[src/design/bbc_pkg.sv]
// ----------------------------------------------------------------------------
// bbc_pkg
// shared types, codes and character constants of the bracket balance checker
// ----------------------------------------------------------------------------
package bbc_pkg;

    localparam int STACK_DEPTH_DEF = 64;
    localparam int LINE_BITS_DEF   = 16;
    localparam int OUT_LINE_BITS   = 16;

    localparam logic [7:0] CH_NL     = 8'd10;
    localparam logic [7:0] CH_DQUOTE = 8'h22;
    localparam logic [7:0] CH_SQUOTE = 8'h27;
    localparam logic [7:0] CH_LPAREN = 8'h28;
    localparam logic [7:0] CH_RPAREN = 8'h29;
    localparam logic [7:0] CH_LBRACE = 8'h7b;
    localparam logic [7:0] CH_RBRACE = 8'h7d;
    localparam logic [7:0] CH_LBRACK = 8'h5b;
    localparam logic [7:0] CH_RBRACK = 8'h5d;
    localparam logic [7:0] CH_SLASH  = 8'h2f;
    localparam logic [7:0] CH_STAR   = 8'h2a;

    localparam logic [2:0] MODE_NORMAL = 3'd0;
    localparam logic [2:0] MODE_DQ     = 3'd1;
    localparam logic [2:0] MODE_SQ     = 3'd2;
    localparam logic [2:0] MODE_LINEC  = 3'd3;
    localparam logic [2:0] MODE_BLOCKC = 3'd4;

    localparam logic [2:0] EV_NONE    = 3'd0;
    localparam logic [2:0] EV_MATCH   = 3'd1;
    localparam logic [2:0] EV_ERROR   = 3'd2;
    localparam logic [2:0] EV_BAL     = 3'd3;
    localparam logic [2:0] EV_UNBAL   = 3'd4;
    localparam logic [2:0] EV_IDLE    = 3'd5;

    localparam logic [1:0] BR_PAREN   = 2'd0;
    localparam logic [1:0] BR_BRACE   = 2'd1;
    localparam logic [1:0] BR_BRACKET = 2'd2;
    localparam logic [1:0] BR_NONE    = 2'd3;

    localparam logic [2:0] KIND_DQ    = 3'd3;
    localparam logic [2:0] KIND_SQ    = 3'd4;
    localparam logic [2:0] KIND_BLOCK = 3'd5;
    localparam logic [2:0] KIND_NONE  = 3'd6;

    typedef struct packed {
        logic [7:0] char_code;
        logic       last_char;
    } char_beat_t;

    typedef struct packed {
        logic [2:0]  event_res;
        logic [2:0]  symbol_kind;
        logic [15:0] symbol_line;
    } res_beat_t;

    typedef struct packed {
        logic push;
        logic pop;
    } stack_op_t;

    function automatic logic [1:0] opener_kind(input logic [7:0] ch);
        logic [1:0] k;
        case (ch)
            CH_LPAREN: k = BR_PAREN;
            CH_LBRACE: k = BR_BRACE;
            CH_LBRACK: k = BR_BRACKET;
            default:   k = BR_NONE;
        endcase
        return k;
    endfunction

    function automatic logic [1:0] closer_kind(input logic [7:0] ch);
        logic [1:0] k;
        case (ch)
            CH_RPAREN: k = BR_PAREN;
            CH_RBRACE: k = BR_BRACE;
            CH_RBRACK: k = BR_BRACKET;
            default:   k = BR_NONE;
        endcase
        return k;
    endfunction

endpackage

[src/design/bbc_stack_cell.sv]
// ----------------------------------------------------------------------------
// bbc_stack_cell
// one entry of the shifting bracket stack: takes its upper neighbour on push,
// its lower neighbour on pop
// ----------------------------------------------------------------------------
module bbc_stack_cell #(
    parameter int LINE_BITS = bbc_pkg::LINE_BITS_DEF
) (
    input  logic                  clk,
    input  bbc_pkg::stack_op_t    op,
    input  logic [1:0]            up_kind,
    input  logic [LINE_BITS-1:0]  up_line,
    input  logic [1:0]            down_kind,
    input  logic [LINE_BITS-1:0]  down_line,
    output logic [1:0]            kind,
    output logic [LINE_BITS-1:0]  line
);

    logic [1:0]           kind_reg;
    logic [LINE_BITS-1:0] line_reg;

    always_ff @(posedge clk)
    begin
        if (op.push)
        begin
            kind_reg <= up_kind;
            line_reg <= up_line;
        end
        else if (op.pop)
        begin
            kind_reg <= down_kind;
            line_reg <= down_line;
        end
    end

    assign kind = kind_reg;
    assign line = line_reg;

endmodule
[config.mk]
export PLATFORM = sky130hd
export DESIGN_NAME = bbc_stack_cell
export DESIGN_NICKNAME = d
export VERILOG_FILES = /design/src/design/bbc_pkg.sv /design/src/design/bbc_stack_cell.sv
export SDC_FILE = /design/constraint.sdc
export NUM_CORES = 1
export LEC_CHECK = 0
export BUFFER_PORTS_ARGS = -buffer_cell sky130_fd_sc_hd__buf_4
export CAP_MARGIN = 5
export CORE_UTILIZATION = 25
export CTS_CLUSTER_DIAMETER = 200
export DETAILED_ROUTE_END_ITERATION = 8
export SLEW_MARGIN = 40
export SYNTH_ARGS = -nofsm -noshare
export SYNTH_HDL_FRONTEND = slang
export SYNTH_SLANG_ARGS = --single-unit
[constraint.sdc]
create_clock -name clk -period 3 [get_ports clk]
set_input_delay 0.75 -clock clk [delete_from_list [all_inputs] [get_ports clk]]
set_output_delay 0.75 -clock clk [all_outputs]
set_load 0.02 [all_outputs]
**Word level (Yosys, flattened, before mapping)**

Index checks and enable logic that the tools add are counted.
W data, S select, Z words.

- Reduce and logical (&&, ||, !) cells: 1
- Mux-type cells: 4

Operator list:

| operator | number |
|---|---|
| $mux W16 | 2 |
| $mux W2 | 2 |
| $reduce_bool A2 Y1 | 1 |

- Register bits after elaboration: 18
- Input port bits: 39
- Logic and storage cells: 7

**Longest topological paths before layout**

- Depth in word-level cells: 2
- Gate-level depth with buffers: 3
- Gate-level depth less buffers: 1

**Worst setup path after synthesis**

Ideal clock, no wire load.

- Kind: input port to flip-flop
- From: input op[1] in the netlist's numbering
- To: register kind_reg[0] (netlist: kind[0]) (enable)
- Buffers on the path: 2
- Library setup time: 375 ps
- Slack: 1,151 ps
- Stages on the path: 3
- Required time: 2,625 ps
- Arrival: 1,474 ps
- Cell sequence: buf_6 > buf_12 > or2_1

- Longest elaborated chain between the ends: 1

Ends and longest elaborated chain:

| what | line | source |
|---|---|---|
| from (decl) | bbc_stack_cell.sv:10 | `input bbc_pkg::stack_op_t op,` |
| $reduce_bool A2 Y1 (no line) | -- |  |
| to (signal assigned) | bbc_stack_cell.sv:26 | `kind_reg <= up_kind;` |
| to (signal assigned) | bbc_stack_cell.sv:31 | `kind_reg <= down_kind;` |
| to (decl) | bbc_stack_cell.sv:19 | `logic [1:0] kind_reg;` |

Every way passes these cells.
A chain may end at the register's enable or synchronous reset.

**Worst setup path after layout**

- From: input op[1] in the netlist's numbering
- To: register line_reg[0] (netlist: line[0]) (enable)

- Longest elaborated chain between the ends: 1

Ends and longest elaborated chain:

| what | line | source |
|---|---|---|
| $reduce_bool A2 Y1 (no line) | -- |  |
| to (signal assigned) | bbc_stack_cell.sv:27 | `line_reg <= up_line;` |
| to (signal assigned) | bbc_stack_cell.sv:32 | `line_reg <= down_line;` |
| to (decl) | bbc_stack_cell.sv:20 | `logic [LINE_BITS-1:0] line_reg;` |

Every way passes these cells.

==> summary.txt <==
Power
  – Pleak: 0.577 nW
  – Power per cell area: 449 mW/mm²
  – Overall Power: 0.575 mW
  – Clk pwr share: 0.189
  – Logic pwr share: 0.260
  – Pint: 0.441 mW
  – Net Sw Power: about 0.13 mW
  – Switching Share: 0.233
  – Seq pwr share: 0.551
  – Maximum VDD drop: 0.000175 V

Synthesis
  – Register area share after synthesis: 0.664
  – Cell taking the most area after synthesis: edfxtp_1
  – Syn avg cell area: 20.9 µm²
  – Main synth FF type: edfxtp_1
  – Synth Instances: 39
  – Post-synth EDFFs: 18
  – Yosys cell types: 6
  – Synth Net Count: 78
  – Share of flip-flops with an asynchronous set or reset: 0
  – #FFs+latches synth: 18
  – Top cell type's share of synthesized area: 0.664
  – Largest cells by area after synthesis: edfxtp_1, mux2_4, mux2_2
  – Commonest cells in the netlist: edfxtp_1, mux2_2, mux2_4
  – Mapped Area: roughly 800 µm²
  – Yosys Warn Count: 0
  – Count leader, synth: edfxtp_1

Timing
  – Total negative slack: 0 ps
  – Final worst setup slack: 1260 ps
  – RSZ-0062 raised after global routing: no
  – Final Critical Period: ~1700 ps
  – Final Slew Violations: 0
  – Slew at the pin with the worst max-slew slack: 737 ps
  – Peak Freq: 575 MHz
  – Setup violators final: 0
  – Slew HR: 0.509
  – Tcrit/Tclk final: 0.580
  – Hold Fails Final Rpt: 0

Cells and area
  – Nets: around 140
  – Max reg flops: 16
  – Cell area after layout: 0.00128 mm²
  – Antenna diodes: 0
  – Fraction of layout cells with a size suffix above 1: 0.802
  – Non-Filler Instances: 140
  – Fillers: 323
  – Area delta synth->final: 57.3%

Place
  – IO Port Bufs: 56
  – Post-DP Area: 0.00126 mm²
  – GP Congestion: a little over 0.6
  – Cell count after placement: 137
  – Pre-CTS setup slack: ~900 ps

Route
  – Remaining DRCs: 0
  – Iter 0 DRT Violations: 7
  – DR pass1 iterations: 3
  – Final ANT Viol Nets: 0
  – Wire per inst: slightly above 10 µm
  – Post-Route WL: about 1400 µm
  – Via count: 546
  – Vias per cell: around 3.9

Clock network
  – Clk root buf: clkbuf_4
  – CTS clk-pin slew, worst paths: about 90 ps
  – Cts bufs inserted: 3
  – TritonCTS clock tree: done
  – H-Tree Level Count: 1
  – Setup Buffers After CTS: 0
  – Clock Tree Buf Depth: 2
  – Hold buffer count at cts: 0
  – PostCTS Resize Cnt: 0
  – Clk sinks: 18

Worst setup path
  – Slowest CP cell: or2_1
  – CP delay by family, top: simple AND/OR/NAND/NOR gates
  – Crit path cell chain: buf_4 > or2_1
  – CP bufs+invs: 1
  – Setup crit end kind: flip-flop
  – CP max stage delay: ~640 ps
  – Critical path class: input pin to flip-flop
  – Crit path launch type: input pin
  – CP max FO: 19
  – WP data required: just under 3000 ps
  – WP data arrival: 1650 ps

GRT
  – GRT Total Usage: 0.0873
  – Vias in the first global route: 550
  – Global route total overflow: 0
  – Global-route wire length before repair: between 2000 and 2500 µm
  – Largest net degree at the start of global routing: 20
  – Antenna violations before repair: 0

Floorplan
  – Die area: 0.00349 mm²
  – Core Rows: 20
  – Starting density of the core: 0.265
  – Die extent in y: 59.1 µm
  – Die X: 59.1 µm
  – Core footprint: 0.00308 mm²
  – IO Count: 57

Hold path
  – Worst hold-check path type: input pin to flip-flop

Job
  – Max-cap violations: 0

Status
  – Outcome: complete, no violations
==> metal layers <==
metal,GRT usage,part of all wire,up-vias
met1,0.0914,0.32,246
met3,0.0306,0.12,0
met4,0.0408,0,0
met2,0.156,0.56,33
li1,-,-,267
met5,0,0,-
==> stage by stage <==
step | util | hold slack [ps]
floorplan | - | 967
global placement | 0.409 | 1050
detailed placement | 0.409 | 1050
CTS | 0.416 | 754
global route | 0.416 | 745
finish | 0.416 | 766
==> cell families (layout without fill, tap and decap cells) <==
| family | after synthesis | count (layout) | share of synthesized area |
|---|---|---|---|
| AND/OR/NAND/NOR | 1 | 1 | 0.00769 |
| buffers and inverters | 2 | 59 | 0.0384 |
| multiplexers | 18 | 18 | 0.290 |
| flip-flops | 18 | 18 | 0.664 |
==> final timing paths <==
path / cells past startpoint / slack, ps / start / end
max: 2 / 1260 / op[1] / line[0]$_DFFE_PP_
min: 2 / 770 / up_line[5] / line[5]$_DFFE_PP_
==> power by group through the flow <==
stage	sequential (mW)	clock (mW)	combinational (mW)
after floorplan	0.358	0	0.0378
after global placement	0.322	0	0.151
after detailed placement	0.323	0	0.153
after CTS	0.318	0.117	0.152
after global routing	0.320	0.127	0.158
final	0.317	0.109	0.150
==> placed cells by master (no fill, tap or decap), drive strengths merged <==
cell type  count
buf           56
clkbuf         3
mux2          18
edfxtp        18
or2            1
==> area by class of cell <==
class,count,area [µm²],area share
multi-input combinational,19,243,0.189
clock buffer,3,22.5,0.0176
timing repair buffer,56,420,0.328
tap,44,55.1,0.0430
sequential,18,541,0.422
(Power assumes the default switching activity.)
